===== src/design/ffba_pkg.sv =====
// Shared types and constants of the first-fit block allocator.
`timescale 1ns / 1ps

package ffba_pkg;

    localparam int ADDR_W      = 16;
    localparam int BYTES_W     = 17;
    localparam int OP_W        = 2;
    localparam int STATUS_W    = 2;
    localparam int IN_TDATA_W  = 40;
    localparam int OUT_TDATA_W = 40;

    typedef enum logic [OP_W-1:0] {
        OP_ALLOC   = 2'd0,
        OP_FREE    = 2'd1,
        OP_REALLOC = 2'd2,
        OP_NONE    = 2'd3
    } op_t;

    typedef enum logic [STATUS_W-1:0] {
        ST_DONE    = 2'd0,
        ST_NOSPACE = 2'd1,
        ST_BADPTR  = 2'd2
    } status_t;

    typedef enum logic [4:0] {
        S_CLEAR,
        S_IDLE,
        S_DECODE,
        S_DIVB,
        S_DIVA,
        S_FR_RD,
        S_FR_CHK,
        S_RA_EVAL,
        S_RA_RDN,
        S_RA_DN,
        S_AL_RD,
        S_AL_CHK,
        S_SP_CHK,
        S_SP_LNK,
        S_SP_AFT,
        S_MN_RD,
        S_MN_D,
        S_MN_RDN,
        S_MN_DN,
        S_AB_SZ,
        S_AB_CLR,
        S_AB_LNK,
        S_FP_RD,
        S_FP_D,
        S_DONE
    } seq_state_t;

    typedef enum logic [2:0] {
        CTX_ALLOC,
        CTX_FREE,
        CTX_REAL,
        CTX_RFREE,
        CTX_INPLACE,
        CTX_MOVE
    } ctx_t;

    typedef enum logic [1:0] {
        RET_FREE1,
        RET_FREE2,
        RET_GROW
    } ret_t;

    typedef struct packed {
        logic size;
        logic prev;
        logic start;
        logic used;
        logic pv;
    } mem_we_t;

endpackage


===== src/design/ffba_div.sv =====
// Divider by a fixed divisor using a reciprocal multiplication, result registered for the cycle after start.
`timescale 1ns / 1ps

module ffba_div
    import ffba_pkg::*;
#(
    parameter int DIVISOR = 8,
    localparam int RW = $clog2(DIVISOR)
)
(
    input  logic               clk,
    input  logic               rst_n,
    input  logic               start,
    input  logic [BYTES_W-1:0] dividend,
    output logic [BYTES_W-1:0] quotient,
    output logic [RW-1:0]      remainder,
    output logic               done
);

    localparam int SH = BYTES_W + RW;
    localparam int MW = BYTES_W + 2;
    localparam int PW = BYTES_W + MW;
    localparam longint MUL = ((longint'(1) << SH) + longint'(DIVISOR) - 1) / longint'(DIVISOR);
    localparam logic [MW-1:0] MUL_V = MW'(MUL);

    logic               done_reg, done_next;
    logic [BYTES_W-1:0] quo_reg, quo_next;
    logic [BYTES_W-1:0] dvd_reg, dvd_next;
    logic [PW-1:0]      prod;
    logic [BYTES_W-1:0] back;
    logic [BYTES_W-1:0] diff;

    assign prod = PW'(dividend) * PW'(MUL_V);

    always_comb
    begin
        done_next = start;
        quo_next  = quo_reg;
        dvd_next  = dvd_reg;
        if (start)
        begin
            quo_next = BYTES_W'(prod >> SH);
            dvd_next = dividend;
        end
    end

    always_ff @(posedge clk or negedge rst_n)
    begin
        if (!rst_n)
        begin
            done_reg <= 1'b0;
        end
        else
        begin
            done_reg <= done_next;
        end
    end

    always_ff @(posedge clk)
    begin
        quo_reg <= quo_next;
        dvd_reg <= dvd_next;
    end

    assign back      = quo_reg * BYTES_W'(DIVISOR);
    assign diff      = dvd_reg - back;
    assign quotient  = quo_reg;
    assign remainder = diff[RW-1:0];
    assign done      = done_reg;

endmodule


===== config.mk =====
export PLATFORM = sky130hd
export DESIGN_NAME = ffba_div
export DESIGN_NICKNAME = d
export VERILOG_FILES = /design/src/design/ffba_pkg.sv /design/src/design/ffba_div.sv
export SDC_FILE = /design/constraint.sdc
export NUM_CORES = 1
export LEC_CHECK = 0
export ABC_AREA = 1
export ABC_CLOCK_PERIOD_IN_PS = 800
export BUFFER_PORTS_ARGS = -buffer_cell sky130_fd_sc_hd__buf_2
export CAP_MARGIN = 20
export CORE_UTILIZATION = 37
export DETAILED_ROUTE_END_ITERATION = 7
export HOLD_SLACK_MARGIN = 0.1
export MAX_ROUTING_LAYER = met4
export PLACE_DENSITY_LB_ADDON = 0.1
export SLEW_MARGIN = 20
export SYNTH_ARGS = -nofsm -noshare
export SYNTH_HDL_FRONTEND = slang
export SYNTH_SLANG_ARGS = --single-unit

===== constraint.sdc =====
create_clock -name clk -period 0.8 [get_ports clk]
set_clock_uncertainty 0.1 [all_clocks]
set_input_delay 0.08 -clock clk [delete_from_list [all_inputs] [get_ports clk]]
set_output_delay 0.08 -clock clk [all_outputs]
set_load 0.01 [all_outputs]

After elaboration in Yosys (flattened, before gate mapping)
Index checks and enable logic that the tools add are counted.
{"block": "totals", "wordCells": 4, "out_inout_bits": 21, "regBits": 18, "in_bits": 20}
{"block": "op_classes", "add_sub_neg": 1}
{"cell": "subtractor 3 x 1 -> 3 bit, second input constant", "n": 1}

Longest topological paths before layout
Gate-level depths: netlist of run 1.
{"block": "logic_depth", "depth_word": 1, "depth_mapped": 1, "depth_no_buf": 0}

Worst setup path after synthesis of run 1
No wires, ideal clock.
{"block": "synth_timing", "kind": "register -> output", "from": "register quo_reg[0] (netlist: quotient[0])", "to": "output port quotient[0]", "t_arrival_ns": 0.394, "path_buffers": 0, "stages_incl_launch_ff": 1, "t_required_ns": 0.620, "setup_slack_ns": 0.226, "cell_sequence": "edfxtp_1"}
{"element": "start: declaration", "line": "ffba_div.sv:27", "source": "logic [BYTES_W-1:0] quo_reg, quo_next;"}
{"element": "start signal: assignment", "line": "ffba_div.sv:61", "source": "quo_reg <= quo_next;"}
{"element": "end: declaration", "line": "ffba_div.sv:15", "source": "output logic [BYTES_W-1:0] quotient,"}
No word-level cell between the ends.

Worst setup path after layout of run 1
{"block": "layout_timing", "from": "register quo_reg[3] (netlist: quotient[3])", "to": "output port quotient[3]"}
No word-level cell between the ends.

==> results.md, run 1 <==
- The total routed wirelength is around 1100 um.
- Derived from the worst setup path, the maximum achievable clock frequency is about 1 GHz.
- After synthesis, the cell types taking the most area are edfxtp_1 91%, dfrtp_1 4.5%, buf_4 4.0%.
- Of the available clock period, the critical path in the final layout requires 124.7%.
- The number of cells in the design after placement is 74.
- The classification of the worst-slack hold path is primary input to async pin.
- The cell family contributing the most delay on the critical path is flip-flops.
- The root buffer cell chosen for the clock tree is clkbuf_4.
- Traced cell by cell, the critical path runs through buf_2.
- The number of rows created at floorplan is 13.
- The count of final hold-check violations is 2.
- The worst setup slack after layout is -0.1976 ns.
- The wire length of the first global-routing pass is roughly 1500 um.
- IR analysis of the VDD net gives a maximum drop of between 1.5 and 2 mV.
- Dividing the detail-routed wire length by the instance count gives around 11 um.
- The power density over the cells is around 1900 nW/um^2.
- In this run the tool buffered the top-level ports with 37 buffer cells.
- Buffers added to address setup during post-CTS repair amount to 0.
- The mean number of vias per cell is slightly below 4.
- Ranked by instance count, the synthesized netlist is headed by 17 x edfxtp_1, 3 x buf_4, 1 x conb_1, 1 x dfrtp_1.
- At the end of the flow, the number of nets in the layout was between 100 and 150.
- The remaining number of nets flagged by the antenna check after routing is 0.
- The synthesized design spends more area on one cell type than any other, namely edfxtp_1.
- Setup violations remaining at the end of the flow were counted as 19.
- For this design the top-level I/O count stands at roughly 40.
- The count of filler cells inserted in the layout is 92.
- The post-synth design cell area is approximately 560 sq um.
- The clock-pin slew on the worst setup and hold paths is around 0.1 ns.
- The synthesized design contains 17 enable-type register cells.
- The total non-filler cell area in the finished layout is 977.2 sq um.
- The number of library cell types mapped by synthesis is 4.
- TritonCTS built the clock tree.
- The number of clock buffers added by TritonCTS is 3.
- The data required time of the worst path is ~0.62 ns.
- The analysis attributes to cell leakage a power of 0.4329 nW.
- In this run, synthesis produced a sequential element count of 18.
- The data arrival at the endpoint of the critical path is 0.82 ns.
- The worst path in the final design needs a cycle of about 1.0 ns, including I/O delays and setup.
- The pin count of the biggest net entering global routing is 19.
- The initial antenna violation count is 0.
- For this run the aggregate overflow at the end of global routing stands at 0.
- By startpoint and endpoint, the worst setup path is classified as flip-flop to output pin.
- In this design, the stage delay of the slowest critical-path cell is approximately 0.39 ns.
- Across every metal layer, demand over resource in global routing totals 15.04%.
- The endpoint type of the worst setup path is an output pin.
- The starting density of the core is 41.61%.
- After detailed routing, the number of remaining DRC violations is 0.
- The area fraction of the dominant cell type after synthesis is just over 90%.
- After the first detailed-routing iteration, the DRC count stood at 1.
- For this run, the number of Yosys warnings is 0.
- The antenna cell count is 0.
- In the synthesized netlist the async set-or-reset flop fraction comes to 5.556%.
- The post-route netlist has between 50% and 60% of its cells at a drive strength greater than 1.
- Along the worst path, the maximum fanout reaches 1.
- The post-placement cell area is just under 800 sq um.
- The clock passes through at most 2 buffers.
- Synthesis handed over a netlist of 22 instances.
- The slowest stage of the critical path belongs to the cell edfxtp_1.
- After floorplanning, the core was sized to cover between 1000 and 1500 sq um.
- Setup repair after global routing could not meet its margin everywhere.
- The number of max-slew violations in the final report is 0.
- In this run the number of H-tree levels came out at 1.
- For this run, the number of standard cells in the final layout without fillers is 96.
- The length of the first detailed-routing pass in iterations is 4.
- By instance count, the leading cell after synthesis is edfxtp_1.
- The die is ~41 um wide.
- Hold repair after CTS inserted 18 buffers.
- The run finished, with violations left.
- Clock tree synthesis found a total of 18 sinks.
- The average cell area after synthesis is around 26 sq um.
- The number of flip-flops in the largest register is 14.
- The routed via count is between 300 and 400.
- The checks that failed: hold timing, setup timing.
- The top flip-flop cell by instance count after synthesis is edfxtp_1.
- From bottom edge to top edge, the die measures between 40 and 50 um.
- The area added between synthesis and finish is 73.94%.
- Max-cap violations in this run came to 0.
- The register area share after synthesis is approximately 95%.
- The multi-input combinational cells in the finished layout cover a total of 11.26 sq um.
- The sequential cells in the finished layout cover a total of between 500 and 600 sq um.
- The die covers 1678 sq um.
- The sum of buffers and inverters on the critical path is 1.
- Across all hold checks on the routed design, the worst slack comes to -0.01632 ns.
- The via count of the first global-routing pass came to 340.
- Routability-driven placement finished with a final weighted congestion of just over 0.6.
- The post-cts repair resize count is 0.
- STA classifies the critical path startpoint as a flip-flop.
==> logic make-up (layout without fill, tap and decap cells) <==
| group | after synthesis | count (layout) | share of synthesized area [%] |
|---|---|---|---|
| DFF | 18 | 18 | 95.32 |
| buffers and inverters | 3 | 60 | 4.009 |
| other | 1 | 3 | 0.6675 |
==> report_power, final <==
| part | internal, mW | switching, mW |
|---|---|---|
| Sequential | 1.11 | 0.0148 |
| Combinational | 0.144 | 0.107 |
| Clock | 0.193 | 0.262 |
==> metrics by stage <==
step	TNS [ns]	util (%)	hold slack (ns)	total power, mW	worst slack [ns]
3_3_place_gp	0	57.09	-0.2450	1.326	0.06985
5_1_grt	-3.762	72.38	-0.007588	1.896	-0.2360
6_report	-3.108	72.38	-0.01632	1.830	-0.1976
3_5_place_dp	0	57.09	-0.2446	1.332	0.06707
4_1_cts	-3.238	72.38	-0.01309	1.831	-0.2101
2_1_floorplan	0	-	-0.3156	1.209	0.2262
==> per-layer routing <==
| layer | share of wire [%] | up-vias | track usage [%] | routed length (um) |
|---|---|---|---|---|
| li1 | - | 194 | - | - |
| met1 | 42 | 162 | 16.97 | 448 |
| met2 | 50 | 21 | 25.00 | 530 |
| met3 | 7.1 | 0 | 4.891 | 75 |
| met4 | 0 | 0 | 5.000 | 0 |
| met5 | 0 | - | - | 0 |
==> path summary, 6_finish.rpt <==
| path | start | slack, ns | cells past startpoint | endpoint |
|---|---|---|---|---|
| max in group asynchronous | rst_n | 0.54 | 2 | done |
| min | rst_n | -0.02 | 2 | done |
| min in group clk | start | -0.01 | 2 | done |
| max | quotient[3] | -0.20 | 1 | quotient[3] |
==> layout make-up <==
| type | instances | share of cell area [%] |
|---|---|---|
| multi-input combinational | 3 | 1.152 |
| clock buffer | 4 | 2.689 |
| tap | 15 | 1.921 |
| sequential | 18 | 54.80 |
| timing repair buffer | 56 | 39.44 |
==> placed cells by master, fill, tap and decap left out <==
master / Yosys / final
buf_12: 0 / 1
buf_2: 0 / 37
clkbuf_1: 0 / 1
clkbuf_4: 0 / 3
conb_1: 1 / 3
dfrtp_1: 1 / 1
dlygate4sd3_1: 0 / 18
edfxtp_1: 17 / 17
Note: power is estimated with default switching activity, not from simulation.
==> run 2: changes to the inputs <==
- CORE_ASPECT_RATIO: unset -> 0.9
==> results.md, run 2 (same netlist as run 1, synthesis figures left out) <==
- The highest clock frequency the design can meet came to 1.012 GHz (+0.97%).
- The mean number of vias per cell is 4.200 (+6.9%).
- The via count of the first global-routing pass is 431 (+27%).
- The wire length per cell is 10.66 um (-3.0%).
- The data required time of the worst path came to 0.62 ns (about the same).
- The critical-path maximum fanout was 1 (unchanged).
- The clock buffer count from CTS was 3 (unchanged).
- The area of the core is 1321 sq um (-2.1%).
- The detailed-routed wire length on met2 was 570 um (+7.5%).
- The checks that failed: hold timing, setup timing.
- The number of flip-flops in the largest register is 14 (unchanged).
- Setup repair after global routing could not meet its margin everywhere.
- Traced cell by cell, the critical path runs through buf_2.
- The cell type group with the largest total delay on the critical path is flip-flops.
- The starting density of the core came to 42.52% (+0.91 points).
- The global placement routability congestion is 0.5654 (-7.6%).
- The run finished, with violations left.
- The shortest period the worst path allows is 0.9881 ns (-0.009569 ns).
- The wire length of the first global-routing pass was 1621 um (+11%).
- The pin count of the biggest net entering global routing is 19 (unchanged).
- The die outline height was 38.97 um (-4.9%).
- The initial antenna violation count is 0 (unchanged).
- The number of rows created at floorplan came to 12 (-1).
- The layout cell share with drive strength beyond 1 is 51.85% (+1.2 points).
- The number of buffers added on ports is 37 (unchanged).
- The sum of buffers and inverters on the critical path is 1 (unchanged).
- The data arrival at the endpoint of the critical path came to 0.81 ns (about the same).
- The hold buffer count at cts is 18 (unchanged).
- The clock sink count is 18 (unchanged).
- The critical path in this run is classified as flip-flop to output pin.
- The most frequent standard cell in the layout excluding fill and tap cells is buf_2.
- The final routed DRC violation total is 0 (unchanged).
- The worst hold-check slack was -0.01298 ns (+0.003341 ns).
- The count of routing violations after the opening detailed-route iteration is 1 (unchanged).
- The global-route usage over all layers is 14.79% (-0.25 points).
- The final period utilization was 123.5% (-1.2 points).
- The remaining number of nets flagged by the antenna check after routing is 0 (unchanged).
- The element type at the critical path start is a flip-flop.
- The logic depth of the worst setup path including buffers was 1 (unchanged).
- The clock-pin slew on the worst setup and hold paths is 0.09 ns (about the same).
- The power density over the cells was 1932 nW/um^2 (+3.2%).
- The die area is 1678 sq um (about the same).
- The number of H-tree levels came to 1 (unchanged).
- The maximum clock insertion buffer count is 2 (unchanged).
- The worst supply voltage drop on vdd is 1.189 mV (-23%).
- The post-CTS repair timing setup buffer count came to 0 (unchanged).
- The number of max-slew violations in the final report is 0 (unchanged).
- The wire length on met1 came to 374 um (-17%).
- The tightest min-delay check is of the primary input to async pin type.
- The number of top-level pins is 41 (unchanged).
- The worst setup slack after layout is -0.1881 ns (+0.009569 ns).
- The delay contributed by the slowest stage of the critical path is 0.38 ns (about the same).
- The total routed wirelength came to 1013 um (-4.0%).
- The antenna cell count is 0 (unchanged).
- Compared with the post-synthesis result, the final layout area differs by 75.50%.
- The count of final hold-check violations is 2 (unchanged).
- The x dimension of the die is 43.08 um (+5.2%).
- The TritonCTS clock tree is yes.
- The setup TNS is -3.027 ns (+0.08035 ns).
- The max-cap check violation count is 0 (unchanged).
- The static leakage was 0.4389 nW (+1.4%).
- The length of the first detailed-routing pass in iterations was 2 (-2).
- The number of nets in the layout was 102 (unchanged).
- The uppermost signal routing layer after detailed routing is met3.
- The endpoint type of the worst setup path is an output pin.
- The routed wire length on met3 is 68 um (-9.3%).
- The launch point of the worst path is quotient[6].
- The slowest stage of the critical path is the edfxtp_1 cell.
- The final number of setup-violating endpoints came to 18 (-1).
- The routed via count is 399 (+5.8%).
- The post-route total power is 1.905 mW (+4.1%).
- The top cell types in the final layout, fill and taps aside, are 37 x buf_2, 18 x dlygate4sd3_1, 17 x edfxtp_1.
- The total global routing overflow is 0 (unchanged).
- The cell at the root of the clock tree is clkbuf_4.
[run 2: through the flow]
stage	hold slack (ns)	cells	cell area, sq um	util [%]	worst slack, ns
6_report	-0.01298	95	985.9	74.62	-0.1881
5_1_grt	-0.01388	95	985.9	74.62	-0.2282
4_1_cts	-0.02790	95	985.9	74.62	-0.2091
3_5_place_dp	-0.2440	73	769.5	58.24	0.06723
3_3_place_gp	-0.2452	73	769.5	58.24	0.06962
2_1_floorplan	-0.3156	24	569.3	-	0.2262
[run 2: path summary, 6_finish.rpt]
kind / end / slack [ns]
worst min-delay path: done / -0.01
worst max-delay path: quotient[6] / -0.19
min in group clk: done / -0.01
max in group asynchronous: done / 0.53
[run 2: power by group]
| group | internal [mW] | switching [mW] | total, mW |
|---|---|---|---|
| sequential | 1.11 | 0.0141 | 1.12 |
| combinational | 0.144 | 0.107 | 0.251 |
| clock | 0.277 | 0.254 | 0.530 |
[run 2: layout make-up]
type,instances,area [sq um]
flip-flops and latches,18,535.5
repair buffers,56,385.4
fillers,89,335.3
clock buffers,4,36.28
well taps,14,17.52
multi-input cells,3,11.26
[run 2: timing repair]
item / 4_1_cts / 5_1_grt
setup endpoints to repair: 18 / 18
gates resized for setup: 0 / 0
hold endpoints to repair: 36 / 19
pin swaps: 0 / 0
[run 2: metal layers]
layer	GRT usage, %	up-vias
met4	9.091	0
met1	13.31	182
met3	2.804	0
li1	-	195
met2	29.17	22
met5	-	-
==> run 3: changes to the inputs <==
- SETUP_SLACK_MARGIN: unset -> 0.5
==> results.md, run 3 (same netlist as run 1, synthesis figures left out) <==
- The wire length on met1 came to 354 um (-5.3%).
- The flow ran to the end, but the final reports show violations.
- The TritonCTS clock tree is yes.
- The final routed DRC violation total came to 0 (unchanged).
- The count of routing violations after the opening detailed-route iteration was 10 (+9).
- The setup TNS was -3.004 ns (+0.02350 ns).
- The min-delay analysis places its worst path in the category primary input to async pin.
- The internal power component is 1.545 mW (+0.95%).
- The sum of buffers and inverters on the critical path is 1 (unchanged).
- The cell sitting at the root of the clock tree is a clkbuf_4.
- The final period utilization is 123.8% (+0.31 points).
- The number of H-tree levels was 1 (unchanged).
- The static leakage was 0.4320 nW (-1.6%).
- In the layout the commonest cells are 36 x buf_2, 17 x edfxtp_1, 4 x buf_12.
- The remaining number of nets flagged by the antenna check after routing is 0 (unchanged).
- The global placement routability congestion came to 0.5654 (unchanged).
- The starting density of the core is 42.52% (unchanged).
- The routed via count was 354 (-11%).
- The worst setup slack after layout is -0.1906 ns (-0.002513 ns).
- The critical-path maximum fanout came to 1 (unchanged).
- The global-route usage over all layers is 12.75% (-2.0 points).
- The number of flip-flops in the largest register is 14 (unchanged).
- The layout cell share with drive strength beyond 1 is 69.57% (+18 points).
- The critical path goes through buf_2.
- The worst setup path is launched from a flip-flop.
- The die outline height came to 38.97 um (unchanged).
- The length of the first detailed-routing pass in iterations is 3 (+1).
- The critical path is of the flip-flop to output pin type.
- The wire length per cell is 10.92 um (+2.4%).
- The clock sink count is 18 (unchanged).
- The clock share of power is 27.5% (-0.4 points).
- The total routed wirelength is 906 um (-11%).
- The delay contributed by the slowest stage of the critical path is 0.38 ns (about the same).
- The cell type group with the largest total delay on the critical path is flip-flops.
- The worst supply voltage drop on vdd came to 1.478 mV (+24%).
- The switching power is 375.4 uW (+0.24%).
- The max-cap check violation count is 0 (unchanged).
- The power share of the sequential group is 58.5% (-0.5 points).
- The wire length of the first global-routing pass is 1386 um (-14%).
- The clock buffer count from CTS is 3 (unchanged).
- The die area is 1678 sq um (unchanged).
- The maximum clock insertion buffer count is 2 (unchanged).
- The uppermost signal routing layer after detailed routing is met3.
- The final number of setup-violating endpoints is 18 (unchanged).
- The area added between synthesis and finish is 69.93%.
- The final standard cell utilization of the core is 72.25% (-2.4 points).
- The detailed-routed wire length on met2 is 484 um (-15%).
- The standard cell with the maximum stage delay on the critical path is edfxtp_1.
- The endpoint type of the worst setup path is an output pin.
- The power density over the cells came to 2011 nW/um^2 (+4.1%).
- The logic gate share of total power is 14.0% (+0.8 points).
- The clock-pin slew on the worst setup and hold paths was 0.09 ns (about the same).
- The data required time of the worst path is 0.62 ns (about the same).
- The switching fraction of total power came to 19.55% (-0.11 points).
- The number of rows created at floorplan is 12 (unchanged).
- Setup repair after global routing could not meet its margin everywhere.
- The number of nets in the layout came to 90 (-12%).
- The number of max-slew violations in the final report is 0 (unchanged).
- The highest clock frequency the design can meet is 1.010 GHz (-0.25%).
- The initial antenna violation count was 0 (unchanged).
- The worst hold-check slack was -0.5494 ns (-0.5364 ns).
- The final reports fail on hold timing, setup timing.
- The antenna cell count is 0 (unchanged).
- The data arrival at the endpoint of the critical path is 0.81 ns (about the same).
- The area of the core came to 1321 sq um (unchanged).
- The pin count of the biggest net entering global routing was 11 (-8).
- The via count of the first global-routing pass is 355 (-18%).
- The number of buffers added on ports is 37 (unchanged).
- The count of final hold-check violations is 18 (+16).
- The mean number of vias per cell is 4.265 (+1.5%).
- The x dimension of the die is 43.08 um (unchanged).
- The shortest period the worst path allows is 0.9906 ns (+0.002513 ns).
- The count of filler cells inserted in the layout was 94 (+5.6%).
- The number of top-level pins is 41 (unchanged).
- Leaving out fill and tap cells, the most frequent cell in the layout is buf_2.
- The total global routing overflow was 0 (unchanged).
- The routed wire length on met3 is 67 um (-1.5%).
run 3: cell types whose count changed in the layout (fill, tap and decap cells not counted), sizes merged:
cell         change
buf              +6
dlygate4sd3     -18
run 3: routing by layer:
| layer | track usage [%] | up-vias |
|---|---|---|
| met5 | - | - |
| met4 | 9.091 | 0 |
| met3 | 2.804 | 0 |
| met2 | 21.59 | 22 |
| met1 | 13.62 | 161 |
| li1 | - | 171 |
run 3: power by group through the flow:
| stage | logic, mW | clock network [mW] | registers, mW |
|---|---|---|---|
| after floorplan | 0.0170 | 0 | 1.19 |
| after global placement | 0.182 | 0 | 1.15 |
| after detailed placement | 0.183 | 0 | 1.15 |
| after CTS | 0.271 | 0.554 | 1.12 |
| after global routing | 0.286 | 0.580 | 1.13 |
| final | 0.269 | 0.528 | 1.12 |
run 3: timing repair:
item / 4_1_cts / 5_1_grt
endpoints found under the setup margin: 35 / 36
hold endpoints to repair: 31 / 27
buffers inserted: 3 / 0
gates cloned: 3 / 0
gates resized for setup: 8 / 0
pin swaps: 0 / 0
run 3: cell type report:
type,count,area (sq um),area share (%)
clock buffers,4,36.28,3.801
repair buffers,44,354.1,37.09
well taps,14,17.52,1.835
flip-flops and latches,18,535.5,56.09
multi-input cells,3,11.26,1.180
run 3: worst paths after layout:
kind | start | end | slack (ns) | cells after the start
worst min-delay path | rst_n | done | -0.55 | 1
max in group asynchronous | rst_n | done | 1.07 | 1
min in group clk | dividend[2] | dvd_reg[2] | -0.13 | 1
worst max-delay path | quotient[6] | quotient[6] | -0.19 | 1
run 3: stage by stage:
step | hold slack, ns | power (mW) | area (sq um) | setup slack [ns] | std cells
6_report | -0.5494 | 1.920 | 954.7 | -0.1906 | 83
5_1_grt | -0.5664 | 1.997 | 954.7 | -0.2274 | 83
4_1_cts | -0.5615 | 1.950 | 954.7 | -0.2091 | 83
3_5_place_dp | -0.2440 | 1.329 | 769.5 | 0.06723 | 73
3_3_place_gp | -0.2452 | 1.328 | 769.5 | 0.06962 | 73
2_1_floorplan | -0.3156 | 1.209 | 569.3 | 0.2262 | 24
