==> src/design/ffba_pkg.sv <==
// Shared types and constants of the first-fit block allocator.
`timescale 1ns / 1ps

package ffba_pkg;

    localparam int ADDR_W      = 16;
    localparam int BYTES_W     = 17;
    localparam int OP_W        = 2;
    localparam int STATUS_W    = 2;
    localparam int IN_TDATA_W  = 40;
    localparam int OUT_TDATA_W = 40;

    typedef enum logic [OP_W-1:0] {
        OP_ALLOC   = 2'd0,
        OP_FREE    = 2'd1,
        OP_REALLOC = 2'd2,
        OP_NONE    = 2'd3
    } op_t;

    typedef enum logic [STATUS_W-1:0] {
        ST_DONE    = 2'd0,
        ST_NOSPACE = 2'd1,
        ST_BADPTR  = 2'd2
    } status_t;

    typedef enum logic [4:0] {
        S_CLEAR,
        S_IDLE,
        S_DECODE,
        S_DIVB,
        S_DIVA,
        S_FR_RD,
        S_FR_CHK,
        S_RA_EVAL,
        S_RA_RDN,
        S_RA_DN,
        S_AL_RD,
        S_AL_CHK,
        S_SP_CHK,
        S_SP_LNK,
        S_SP_AFT,
        S_MN_RD,
        S_MN_D,
        S_MN_RDN,
        S_MN_DN,
        S_AB_SZ,
        S_AB_CLR,
        S_AB_LNK,
        S_FP_RD,
        S_FP_D,
        S_DONE
    } seq_state_t;

    typedef enum logic [2:0] {
        CTX_ALLOC,
        CTX_FREE,
        CTX_REAL,
        CTX_RFREE,
        CTX_INPLACE,
        CTX_MOVE
    } ctx_t;

    typedef enum logic [1:0] {
        RET_FREE1,
        RET_FREE2,
        RET_GROW
    } ret_t;

    typedef struct packed {
        logic size;
        logic prev;
        logic start;
        logic used;
        logic pv;
    } mem_we_t;

endpackage

==> src/design/ffba_seq.sv <==
// Sequencer that walks, splits and merges blocks and holds the result register.
`timescale 1ns / 1ps

module ffba_seq
    import ffba_pkg::*;
#(
    parameter int NUNITS      = 8192,
    parameter int HDR_UNITS   = 4,
    parameter int ALIGN_BYTES = 8,
    parameter int UW          = 13,
    parameter int SW          = 14,
    parameter int CW          = 19,
    parameter int RW          = 3
)
(
    input  logic               clk,
    input  logic               rst_n,
    input  logic               in_valid,
    output logic               in_ready,
    input  logic [OP_W-1:0]    in_op,
    input  logic [ADDR_W-1:0]  in_addr,
    input  logic [BYTES_W-1:0] in_bytes,
    output logic               out_valid,
    input  logic               out_ready,
    output logic [ADDR_W-1:0]  out_addr,
    output status_t            out_status,
    output logic [BYTES_W-1:0] out_copy,
    output logic               div_start,
    output logic [BYTES_W-1:0] div_dividend,
    input  logic [BYTES_W-1:0] div_q,
    input  logic [RW-1:0]      div_r,
    input  logic               div_done,
    output logic [UW-1:0]      rd_addr,
    input  logic [SW-1:0]      q_size,
    input  logic [UW-1:0]      q_prev,
    input  logic               q_start,
    input  logic               q_used,
    input  logic               q_pv,
    output mem_we_t            we,
    output logic [UW-1:0]      wr_addr,
    output logic [SW-1:0]      wr_size,
    output logic [UW-1:0]      wr_prev,
    output logic               wr_start,
    output logic               wr_used,
    output logic               wr_pv
);

    localparam logic [31:0] OFF   = 32'(HDR_UNITS * ALIGN_BYTES);
    localparam logic [31:0] LIMIT = 32'(NUNITS * ALIGN_BYTES);
    localparam logic [CW-1:0] N_C = CW'(NUNITS);

    seq_state_t         state_reg, state_next;
    ctx_t               ctx_reg, ctx_next;
    ret_t               ret_reg, ret_next;
    op_t                op_reg, op_next;
    logic [ADDR_W-1:0]  addr_reg, addr_next;
    logic [BYTES_W-1:0] bytes_reg, bytes_next;
    logic [CW-1:0]      need_reg, need_next;
    logic [UW-1:0]      cur_reg, cur_next;
    logic [UW-1:0]      blk_reg, blk_next;
    logic [UW-1:0]      nb_reg, nb_next;
    logic [UW-1:0]      p_reg, p_next;
    logic [UW-1:0]      clr_reg, clr_next;
    logic [SW-1:0]      sz_reg, sz_next;
    logic               pv_reg, pv_next;
    logic [ADDR_W-1:0]  res_reg, res_next;
    status_t            status_reg, status_next;
    logic [BYTES_W-1:0] copy_reg, copy_next;
    logic               ov_reg;
    logic [ADDR_W-1:0]  oa_reg;
    status_t            os_reg;
    logic [BYTES_W-1:0] oc_reg;

    logic               ptr_ok, bad_blk, out_free, load;
    logic [CW-1:0]      q_sz_ext, walk_next, rem, sp_nb, after, grow_sum, nb_ra, need_calc;
    logic               fit, split_ok, after_ok;
    logic [31:0]        payload_cur, cur_payload;
    logic [BYTES_W-1:0] addr_off, copy_calc;
    seq_state_t         mret_state;

    assign ptr_ok      = (32'(addr_reg) >= OFF) && (32'(addr_reg) < LIMIT);
    assign addr_off    = BYTES_W'(32'(addr_reg) - OFF);
    assign q_sz_ext    = CW'(q_size);
    assign walk_next   = CW'(cur_reg) + q_sz_ext;
    assign fit         = !q_used && (q_sz_ext >= need_reg);
    assign rem         = CW'(sz_reg) - need_reg;
    assign split_ok    = rem >= CW'(HDR_UNITS + 1);
    assign sp_nb       = CW'(cur_reg) + need_reg;
    assign after       = CW'(cur_reg) + CW'(sz_reg);
    assign after_ok    = after < N_C;
    assign grow_sum    = CW'(sz_reg) + q_sz_ext;
    assign nb_ra       = CW'(blk_reg) + CW'(sz_reg);
    assign need_calc   = CW'(HDR_UNITS) + CW'(div_q) + CW'(div_r != '0);
    assign payload_cur = (32'(cur_reg) + 32'(HDR_UNITS)) * 32'(ALIGN_BYTES);
    assign cur_payload = (32'(sz_reg) - 32'(HDR_UNITS)) * 32'(ALIGN_BYTES);
    assign copy_calc   = (cur_payload < 32'(bytes_reg)) ? cur_payload[BYTES_W-1:0] : bytes_reg;
    assign bad_blk     = (ctx_reg != CTX_MOVE) && (!q_start || !q_used);
    assign out_free    = !ov_reg || out_ready;
    assign load        = (state_reg == S_DONE) && out_free;

    always_comb
    begin
        unique case (ret_reg)
            RET_FREE1: mret_state = pv_reg ? S_FP_RD : S_DONE;
            RET_GROW:  mret_state = S_SP_CHK;
            default:   mret_state = S_DONE;
        endcase
    end

    always_comb
    begin
        state_next  = state_reg;
        ctx_next    = ctx_reg;
        ret_next    = ret_reg;
        op_next     = op_reg;
        addr_next   = addr_reg;
        bytes_next  = bytes_reg;
        need_next   = need_reg;
        cur_next    = cur_reg;
        blk_next    = blk_reg;
        nb_next     = nb_reg;
        p_next      = p_reg;
        clr_next    = clr_reg;
        sz_next     = sz_reg;
        pv_next     = pv_reg;
        res_next    = res_reg;
        status_next = status_reg;
        copy_next   = copy_reg;
        unique case (state_reg)
            S_CLEAR:
            begin
                clr_next = clr_reg + 1'b1;
                if (clr_reg == UW'(NUNITS - 1))
                begin
                    state_next = S_IDLE;
                end
            end
            S_IDLE:
            begin
                if (in_valid)
                begin
                    op_next     = op_t'(in_op);
                    addr_next   = in_addr;
                    bytes_next  = in_bytes;
                    res_next    = '0;
                    copy_next   = '0;
                    status_next = ST_NOSPACE;
                    state_next  = S_DECODE;
                end
            end
            S_DECODE:
            begin
                case (op_reg)
                    OP_ALLOC:
                    begin
                        ctx_next   = CTX_ALLOC;
                        state_next = (bytes_reg == '0) ? S_DONE : S_DIVB;
                    end
                    OP_FREE:
                    begin
                        ctx_next = CTX_FREE;
                        if (addr_reg == '0)
                        begin
                            status_next = ST_DONE;
                            state_next  = S_DONE;
                        end
                        else if (!ptr_ok)
                        begin
                            status_next = ST_BADPTR;
                            state_next  = S_DONE;
                        end
                        else
                        begin
                            state_next = S_DIVA;
                        end
                    end
                    OP_REALLOC:
                    begin
                        if (addr_reg == '0)
                        begin
                            ctx_next   = CTX_ALLOC;
                            state_next = (bytes_reg == '0) ? S_DONE : S_DIVB;
                        end
                        else if (!ptr_ok)
                        begin
                            status_next = ST_BADPTR;
                            state_next  = S_DONE;
                        end
                        else
                        begin
                            ctx_next   = CTX_REAL;
                            state_next = S_DIVA;
                        end
                    end
                    default:
                    begin
                        state_next = S_DONE;
                    end
                endcase
            end
            S_DIVB:
            begin
                if (div_done)
                begin
                    need_next = need_calc;
                    if (ctx_reg != CTX_ALLOC)
                    begin
                        state_next = S_RA_EVAL;
                    end
                    else if (need_calc > N_C)
                    begin
                        state_next = S_DONE;
                    end
                    else
                    begin
                        cur_next   = '0;
                        state_next = S_AL_RD;
                    end
                end
            end
            S_DIVA:
            begin
                if (div_done)
                begin
                    if (div_r != '0)
                    begin
                        status_next = ST_BADPTR;
                        state_next  = S_DONE;
                    end
                    else
                    begin
                        blk_next   = UW'(32'(div_q));
                        state_next = S_FR_RD;
                    end
                end
            end
            S_FR_RD:
            begin
                state_next = S_FR_CHK;
            end
            S_FR_CHK:
            begin
                if (bad_blk)
                begin
                    status_next = ST_BADPTR;
                    state_next  = S_DONE;
                end
                else if (ctx_reg == CTX_REAL && bytes_reg != '0)
                begin
                    sz_next    = q_size;
                    state_next = S_DIVB;
                end
                else
                begin
                    if (ctx_reg == CTX_REAL)
                    begin
                        ctx_next = CTX_RFREE;
                    end
                    pv_next    = q_pv;
                    p_next     = q_prev;
                    cur_next   = blk_reg;
                    ret_next   = RET_FREE1;
                    state_next = S_MN_RD;
                end
            end
            S_RA_EVAL:
            begin
                if (need_reg <= CW'(sz_reg))
                begin
                    cur_next   = blk_reg;
                    ctx_next   = CTX_INPLACE;
                    state_next = S_SP_CHK;
                end
                else if (nb_ra < N_C)
                begin
                    nb_next    = nb_ra[UW-1:0];
                    state_next = S_RA_RDN;
                end
                else if (need_reg > N_C)
                begin
                    state_next = S_DONE;
                end
                else
                begin
                    ctx_next   = CTX_MOVE;
                    copy_next  = copy_calc;
                    cur_next   = '0;
                    state_next = S_AL_RD;
                end
            end
            S_RA_RDN:
            begin
                state_next = S_RA_DN;
            end
            S_RA_DN:
            begin
                if (q_start && !q_used && grow_sum >= need_reg)
                begin
                    cur_next   = blk_reg;
                    sz_next    = grow_sum[SW-1:0];
                    ctx_next   = CTX_INPLACE;
                    ret_next   = RET_GROW;
                    state_next = S_AB_SZ;
                end
                else if (need_reg > N_C)
                begin
                    state_next = S_DONE;
                end
                else
                begin
                    ctx_next   = CTX_MOVE;
                    copy_next  = copy_calc;
                    cur_next   = '0;
                    state_next = S_AL_RD;
                end
            end
            S_AL_RD:
            begin
                state_next = S_AL_CHK;
            end
            S_AL_CHK:
            begin
                if (fit)
                begin
                    sz_next    = q_size;
                    state_next = S_SP_CHK;
                end
                else if (q_size == '0 || walk_next >= N_C)
                begin
                    copy_next   = '0;
                    status_next = ST_NOSPACE;
                    state_next  = S_DONE;
                end
                else
                begin
                    cur_next   = walk_next[UW-1:0];
                    state_next = S_AL_RD;
                end
            end
            S_SP_CHK, S_SP_LNK, S_SP_AFT:
            begin
                if (state_reg == S_SP_CHK && split_ok)
                begin
                    nb_next    = sp_nb[UW-1:0];
                    state_next = S_SP_LNK;
                end
                else if (state_reg == S_SP_LNK && after_ok)
                begin
                    state_next = S_SP_AFT;
                end
                else
                begin
                    case (ctx_reg)
                        CTX_MOVE:
                        begin
                            res_next   = payload_cur[ADDR_W-1:0];
                            state_next = S_FR_RD;
                        end
                        CTX_INPLACE:
                        begin
                            res_next    = addr_reg;
                            status_next = ST_DONE;
                            state_next  = S_DONE;
                        end
                        default:
                        begin
                            res_next    = payload_cur[ADDR_W-1:0];
                            status_next = ST_DONE;
                            state_next  = S_DONE;
                        end
                    endcase
                end
            end
            S_MN_RD:
            begin
                state_next = S_MN_D;
            end
            S_MN_D:
            begin
                if (q_used || walk_next >= N_C)
                begin
                    state_next = mret_state;
                end
                else
                begin
                    sz_next    = q_size;
                    nb_next    = walk_next[UW-1:0];
                    state_next = S_MN_RDN;
                end
            end
            S_MN_RDN:
            begin
                state_next = S_MN_DN;
            end
            S_MN_DN:
            begin
                if (q_start && !q_used)
                begin
                    sz_next    = grow_sum[SW-1:0];
                    state_next = S_AB_SZ;
                end
                else
                begin
                    state_next = mret_state;
                end
            end
            S_AB_SZ:
            begin
                state_next = S_AB_CLR;
            end
            S_AB_CLR:
            begin
                state_next = after_ok ? S_AB_LNK : mret_state;
            end
            S_AB_LNK:
            begin
                state_next = mret_state;
            end
            S_FP_RD:
            begin
                state_next = S_FP_D;
            end
            S_FP_D:
            begin
                if (q_start && !q_used)
                begin
                    cur_next   = p_reg;
                    ret_next   = RET_FREE2;
                    state_next = S_MN_RD;
                end
                else
                begin
                    state_next = S_DONE;
                end
            end
            S_DONE:
            begin
                if (out_free)
                begin
                    state_next = S_IDLE;
                end
            end
            default:
            begin
                state_next = S_IDLE;
            end
        endcase
        if (state_next == S_DONE && state_reg != S_DONE && ret_reg != RET_GROW &&
            (state_reg == S_MN_D || state_reg == S_MN_DN || state_reg == S_AB_CLR ||
             state_reg == S_AB_LNK || state_reg == S_FP_D))
        begin
            status_next = ST_DONE;
        end
    end

    always_comb
    begin
        in_ready     = (state_reg == S_IDLE);
        div_start    = 1'b0;
        div_dividend = bytes_reg;
        rd_addr      = cur_reg;
        we           = '0;
        wr_addr      = cur_reg;
        wr_size      = '0;
        wr_prev      = '0;
        wr_start     = 1'b0;
        wr_used      = 1'b0;
        wr_pv        = 1'b0;
        unique case (state_reg)
            S_CLEAR:
            begin
                we       = '1;
                wr_addr  = clr_reg;
                wr_size  = (clr_reg == '0) ? SW'(NUNITS) : '0;
                wr_start = (clr_reg == '0);
            end
            S_DECODE:
            begin
                if (op_reg == OP_ALLOC || (op_reg == OP_REALLOC && addr_reg == '0))
                begin
                    div_start = (bytes_reg != '0);
                end
                else if (op_reg == OP_FREE || op_reg == OP_REALLOC)
                begin
                    div_start    = (addr_reg != '0) && ptr_ok;
                    div_dividend = addr_off;
                end
            end
            S_FR_RD:
            begin
                rd_addr = blk_reg;
            end
            S_FR_CHK:
            begin
                if (!bad_blk)
                begin
                    if (ctx_reg == CTX_REAL && bytes_reg != '0)
                    begin
                        div_start = 1'b1;
                    end
                    else
                    begin
                        we.used = 1'b1;
                        wr_addr = blk_reg;
                    end
                end
            end
            S_RA_RDN, S_MN_RDN:
            begin
                rd_addr = nb_reg;
            end
            S_SP_CHK:
            begin
                if (split_ok)
                begin
                    we       = '1;
                    wr_addr  = sp_nb[UW-1:0];
                    wr_size  = rem[SW-1:0];
                    wr_prev  = cur_reg;
                    wr_start = 1'b1;
                    wr_pv    = 1'b1;
                end
                else
                begin
                    we.used = 1'b1;
                    wr_used = 1'b1;
                end
            end
            S_SP_LNK:
            begin
                we.size = 1'b1;
                we.used = 1'b1;
                wr_size = need_reg[SW-1:0];
                wr_used = 1'b1;
            end
            S_SP_AFT:
            begin
                we.prev = 1'b1;
                we.pv   = 1'b1;
                wr_addr = after[UW-1:0];
                wr_prev = nb_reg;
                wr_pv   = 1'b1;
            end
            S_AB_SZ:
            begin
                we.size = 1'b1;
                wr_size = sz_reg;
            end
            S_AB_CLR:
            begin
                we.start = 1'b1;
                we.pv    = 1'b1;
                wr_addr  = nb_reg;
            end
            S_AB_LNK:
            begin
                we.prev = 1'b1;
                we.pv   = 1'b1;
                wr_addr = after[UW-1:0];
                wr_prev = cur_reg;
                wr_pv   = 1'b1;
            end
            S_FP_RD:
            begin
                rd_addr = p_reg;
            end
            default:
            begin
                rd_addr = cur_reg;
            end
        endcase
    end

    always_ff @(posedge clk or negedge rst_n)
    begin
        if (!rst_n)
        begin
            state_reg <= S_CLEAR;
            clr_reg   <= '0;
            ov_reg    <= 1'b0;
        end
        else
        begin
            state_reg <= state_next;
            clr_reg   <= clr_next;
            if (load)
            begin
                ov_reg <= 1'b1;
            end
            else if (out_ready)
            begin
                ov_reg <= 1'b0;
            end
        end
    end

    always_ff @(posedge clk)
    begin
        ctx_reg    <= ctx_next;
        ret_reg    <= ret_next;
        op_reg     <= op_next;
        addr_reg   <= addr_next;
        bytes_reg  <= bytes_next;
        need_reg   <= need_next;
        cur_reg    <= cur_next;
        blk_reg    <= blk_next;
        nb_reg     <= nb_next;
        p_reg      <= p_next;
        sz_reg     <= sz_next;
        pv_reg     <= pv_next;
        res_reg    <= res_next;
        status_reg <= status_next;
        copy_reg   <= copy_next;
        if (load)
        begin
            oa_reg <= res_reg;
            os_reg <= status_reg;
            oc_reg <= copy_reg;
        end
    end

    assign out_valid  = ov_reg;
    assign out_addr   = oa_reg;
    assign out_status = os_reg;
    assign out_copy   = oc_reg;

endmodule

==> config.mk <==
export PLATFORM = sky130hd
export DESIGN_NAME = ffba_seq
export DESIGN_NICKNAME = d
export VERILOG_FILES = /design/src/design/ffba_pkg.sv /design/src/design/ffba_seq.sv
export SDC_FILE = /design/constraint.sdc
export NUM_CORES = 1
export LEC_CHECK = 0
export BUFFER_PORTS_ARGS = -buffer_cell sky130_fd_sc_hd__buf_4
export CORE_MARGIN = 1.5
export CORE_UTILIZATION = 55
export DETAILED_ROUTE_END_ITERATION = 7
export GPL_ROUTABILITY_DRIVEN = 0
export PLACE_DENSITY_LB_ADDON = 0.1
export SETUP_SLACK_MARGIN = 0.1
export SLEW_MARGIN = 20
export SYNTH_ARGS = -nofsm -noshare
export SYNTH_HDL_FRONTEND = slang
export SYNTH_SLANG_ARGS = --single-unit
==> constraint.sdc <==
create_clock -name clk -period 10.78 [get_ports clk]
set_clock_uncertainty 0.2 [all_clocks]
set_input_delay 0.539 -clock clk [delete_from_list [all_inputs] [get_ports clk]]
set_output_delay 0.539 -clock clk [all_outputs]
set_load 0.1 [all_outputs]
; Word-level counts from Yosys, hierarchy flattened
; Index checks and enable logic that the tools add are counted.
[word_totals]
out_inout_bits = 116
regBits = 215
in_bits = 90
[classes]
order_cmp = 11
n_bitwise = 3
eq_ne = 67
n_mux = 131
addsub = 12
reduce_logical = 66
[ops]
columns = operator, n
row1 = two-way mux 13 bit, 18
row2 = two-way mux 17 bit, 11
row3 = two-way mux 5 bit, 26
row4 = one-hot mux 13 bit (3 select lines), 3
row5 = one-hot mux 5 bit (23 select lines), 1
row6 = two-way mux 14 bit, 8
row7 = one-hot mux 13 bit (6 select lines), 1
row8 = one-hot mux 14 bit (5 select lines), 1
row9 = one-hot mux 17 bit (4 select lines), 1
row10 = one-hot mux 13 bit (5 select lines), 1
row11 = two-way mux 16 bit, 4
row12 = != test 2 bit (second input constant), 28
row13 = one-hot mux 14 bit (4 select lines), 1
row14 = equality test 5 bit (second input constant), 10
row15 = adder 13 x 14 -> 15 bit, 3
row16 = equality test 5 x 4 -> 1 bit (second input constant), 8
row17 = > comparator 19 x 14 -> 1 bit (second input constant), 2
row18 = < comparator 32 x 17 -> 1 bit, 1
row19 = two-way mux 2 bit, 16
row20 = one-hot mux 16 bit (2 select lines), 1
row21 = < comparator 15 x 14 -> 1 bit (second input constant), 2
row22 = two-way mux 3 bit, 10
row23 = AND reduction 7 bit, 3
row24 = equality test 5 x 3 -> 1 bit (second input constant), 4
row25 = 61 further kinds, 126

; Longest topological paths before layout
[logic_depth]
depth_word = 11
ltp_mapped = 23
depth_no_buf = 22

; Worst setup path before layout
; Ideal clock, no wire load.
[synth_path]
kind = in2reg
from = in q_size[1]
to = reg sz_reg[0] (enable)
cell_stages = 19
t_arrival_ns = 5.455
required_time_ns = 10.159
setup_slack_ns = 4.704
cell_sequence = ha_1 -> a21o_1 -> a21oi_1 -> o21ai_1 -> a21oi_1 -> o21ai_1 -> a41o_1 -> or4_1 -> a31oi_1 -> xnor2_1 -> ha_1 -> nand2_1 -> a2111oi_0 -> inv_1 -> o21bai_1 -> a21o_1 -> a21oi_1 -> or2_2 -> nor4_1
[synth_via]
elab_chain_len = 5
[synth_lines]
columns = element, line
row1 = start: declaration, ffba_seq.sv:34  ; input logic [SW-1:0] q_size,
row2 = adder 14 x 14 -> 15 bit / adder 13 x 14 -> 15 bit (equally long branches), "ffba_seq.sv:91, ffba_seq.sv:84"
row3 = >= comparator 15 x 19 -> 1 bit / >= comparator 15 x 14 -> 1 bit (equally long branches), "ffba_seq.sv:297, ffba_seq.sv:380"
row4 = logical AND 1 bit / logical OR 1 bit (equally long branches), "ffba_seq.sv:297, ffba_seq.sv:380"
row5 = != test 2 bit (no line), n/a
row6 = AND reduction 7 bit (no line) (*), n/a
row7 = end signal: assignment, ffba_seq.sv:609  ; sz_reg <= sz_next;
row8 = end: declaration, ffba_seq.sv:64  ; logic [SW-1:0] sz_reg, sz_next;
; Every way passes the cells marked *; elsewhere a longest branch is shown, timed or not.
; A chain may end at the register's enable or synchronous reset.

; Final worst setup path
[layout_path]
from = reg sz_reg[0]
to = reg cur_reg[5], data pin
[layout_via]
elab_chain_len = 5
[layout_lines]
columns = element, line
row1 = adder 14 x 14 -> 15 bit, ffba_seq.sv:91  ; assign grow_sum = CW'(sz_reg) + q_sz_ext;
row2 = >= comparator 15 x 19 -> 1 bit, ffba_seq.sv:297  ; if (q_start && !q_used && grow_sum >= need_reg)
row3 = logical AND 1 bit, ffba_seq.sv:297
row4 = two-way mux 13 bit, ffba_seq.sv:297
row5 = one-hot mux 13 bit (6 select lines) (*), ffba_seq.sv:129  ; unique case (state_reg)
row6 = net cur_next[5], ffba_seq.sv:59  ; logic [UW-1:0] cur_reg, cur_next;
row7 = end signal: assignment, ffba_seq.sv:605  ; cur_reg <= cur_next;
row8 = end: declaration, ffba_seq.sv:59
; Mark *: on every way through the listed nets, which the timed path passes. The rest lies on a longest branch.

==> results.toml <==
[outcome]
status = "finished, final reports clean"

[layout]
largest_register_ffs = 18
nets = 2234
n_antenna_cell = 0
post-route-util = 0.6724
finalInstanceArea_sq_um = 19980
syn_to_final_growth_pct = 20.02
drive_above_1_share = 0.1635
final.fill_count = 2352

[global_route]
grt_max_degree = 36
overflow = 0
grt_pass1_vias = 15340
grt_antenna_before_repair = 0
grt_pass1_wl_mm = 87.49
grtUsageTotal = 0.3681

[clocking]
cts_tree = "built"
clock_sinks = 214
postCtsHoldBufs = 52
clock_path_buffers = 3
htreeDepth = 1
cts_resized = 0
path_clk_slew_ns = 0.06
cts_buffers = 26
clockRootBuffer = "clkbuf_16"
post_cts_buffers = 0
insertion_delay_ns = 0.56

[logic_synthesis]
ys_ff_latch = 214
synthArstFlopShare = 0.08879
synth_edf_count = 193
netlist_instances = 1769
synth_area_sq_um = 16650
ys_types = 100
synth_nets = 1998
synth_warnings = 0
seq_area_frac_synth = 0.3791
synth_ff_type = "edfxtp_1"
syn_avg_cell_area_sq_um = 9.411

[floorplan]
rows = 63
dieArea_sq_um = 31320
die_h_um = 177.0
ios = 206
die_w_um = 177.0
floorplan.initialDensity = 0.5602
core_area_sq_um = 29720

[pwr]
p_int_mw = 2.527
power.leakage_nw = 8.283
pwr-share-clk = 0.165
power_frac_seq = 0.251
power_density_nw_per_um2 = 265.4
switchingPower_mw = 2.776
swShare = 0.5236
p_comb_frac = 0.584
vdd_drop_max_uv = 382.9

[sta]
slew_violations = 0
hold_ws_ns = 0.002794
fin_crit_ns = 5.963
worst_slew_pin_slew_ns = 1.164
finalSetupViolations = 0
finalSetupTns_ns = 0
clock.fmax_mhz = 167.7
rsz0062_at_grt = "no"
finalCritPeriodShare = 0.5532
finalHoldViolCount = 0
relSlewSlack = 0.2209

[setup_path]
path_cells = "ha_1 > inv_1 > fa_1 > nor2b_1 > o21ai_0 > a21boi_1 > o21a_1 > nor2_1 > o21bai_1 > a41o_1 > o41ai_1 > xnor2_1 > ha_1 > nand2_1 > a2111oi_0 > inv_1 > o21bai_1 > a21o_1 > a21oi_1 > o21a_1 > a221o_1"
path_delay_family = "compound AO/OA/AOI/OAI gates"
critPathBufInv = 2
critical_path_class = "reg2reg"
worstPathRequired_ns = 10.88
cp_max_fo = 14
slowest_stage = "a2111oi_0"
startpoint_type = "flip-flop"
critical_path.max_stage_delay_ns = 0.66
endpoint_kind = "flip-flop"
crit_arrival_ns = 6.06
reg2regPathDepth = 21
cp_num_cells = 21

[placement]
dpl-instance-area_sq_um = 18600
io_buffers = 205
dp_hpwl_mm = 44.07

[detailed_routing]
vias = 16180
ant_nets = 0
wirelength_mm = 58.33
drc = 0
drt_iter0_markers = 1962
routed_via_density = 6.699
first_pass_iters = 7
wl_per_cell_um = 24.15

[min_path]
hp-class = "in2reg"
worstHoldPathCells = 1

[flow_run]
maxCapViolations = 0
-- cell usage after synthesis, drive strengths merged (15+ instances only) --
cell type / instances / area share
edfxtp: 193 / 0.35
nand2: 176 / 0.040
nor2: 156 / 0.035
ha: 133 / 0.10
a21oi: 128 / 0.039
o21ai: 86 / 0.026
inv: 72 / 0.016
xnor2: 63 / 0.033
clkbuf: 60 / 0.014
xor2: 51 / 0.027
nor3: 46 / 0.014
a21o: 40 / 0.018
nand3: 39 / 0.012
a221o: 37 / 0.022
a211oi: 34 / 0.016
nor4: 32 / 0.013
nand4: 24 / 0.0090
o21a: 23 / 0.010
a22oi: 22 / 0.0099
mux2: 21 / 0.014
nand2b: 20 / 0.0075
o211ai: 20 / 0.0090
a222oi: 19 / 0.011
dfrtp: 19 / 0.029
and3: 18 / 0.0068
nor2b: 17 / 0.0068
a31oi: 15 / 0.0060
mux2i: 15 / 0.0090
-- path summary, 6_finish.rpt --
| kind | to | startpoint | slack (ns) |
|---|---|---|---|
| setup / recovery | cur_reg[5] | sz_reg[0] | 4.82 |
| hold / removal | blk_reg[1] | div_q[1] | 0.003 |
| setup reg to reg | cur_reg[5] | sz_reg[0] | 4.82 |
| hold reg to reg | out_addr[3] | res_reg[3] | 0.22 |
| max in group asynchronous | clr_reg[2] | rst_n | 9.92 |
| min in group asynchronous | clr_reg[12] | rst_n | 0.22 |
-- layout by cell type (no fill, tap or decap), drive strengths merged, types with 46 or more instances in the layout --
master       count
xor2            51
dlygate4sd3     52
xnor2           63
edfxtp         193
nor3            46
nor2           156
inv             73
ha             133
o21ai           86
nand2          176
a21oi          128
buf            230
-- power by group through the flow --
stage	Sequential, mW	Clock (mW)	Combinational (mW)
after floorplan	1.31	0	2.25
after global placement	1.33	0	2.96
after detailed placement	1.33	0	3.00
after CTS	1.32	0.880	3.03
after global routing	1.34	0.908	3.27
final	1.33	0.875	3.10
-- area by class of cell --
cell class / count / area [sq um] / share of cell area
tap: 390 / 488.0 / 0.02442
multi-input combinational: 1408 / 9808 / 0.4909
sequential: 214 / 6311 / 0.3158
inverter: 73 / 274.0 / 0.01371
clock buffer: 31 / 679.4 / 0.03400
timing repair buffer: 282 / 2247 / 0.1125
clock inverter: 17 / 173.9 / 0.008704
-- metrics by stage --
stage	std cells	setup WS (ns)	total power, mW
2_1_floorplan	1769	4.704	3.562
3_3_place_gp	2315	5.106	4.291
3_5_place_dp	2315	4.980	4.334
4_1_cts	2415	5.052	5.230
5_1_grt	2415	4.553	5.511
6_report	2415	4.817	5.303
-- cell families after synthesis --
logic type                 after synthesis  synth area share
xor gates and xnor gates               114           0.05997
adders and majority gates              139            0.1072
and+or+nand+nor                        597            0.1756
muxes                                   36           0.02322
AOI/OAI and AO/OA                      522            0.2200
DFF                                    214            0.3791
buffers and inverters                  147           0.03495
-- layer usage --
metal  vias up  part of all wire  track usage
met4         0             0.066       0.2055
met2      1129              0.45       0.5998
met3       267              0.11      0.06658
met1      7542              0.37       0.4612
met5         -                 0            0
li1       7241                 -            -
(Power assumes the default switching activity.)
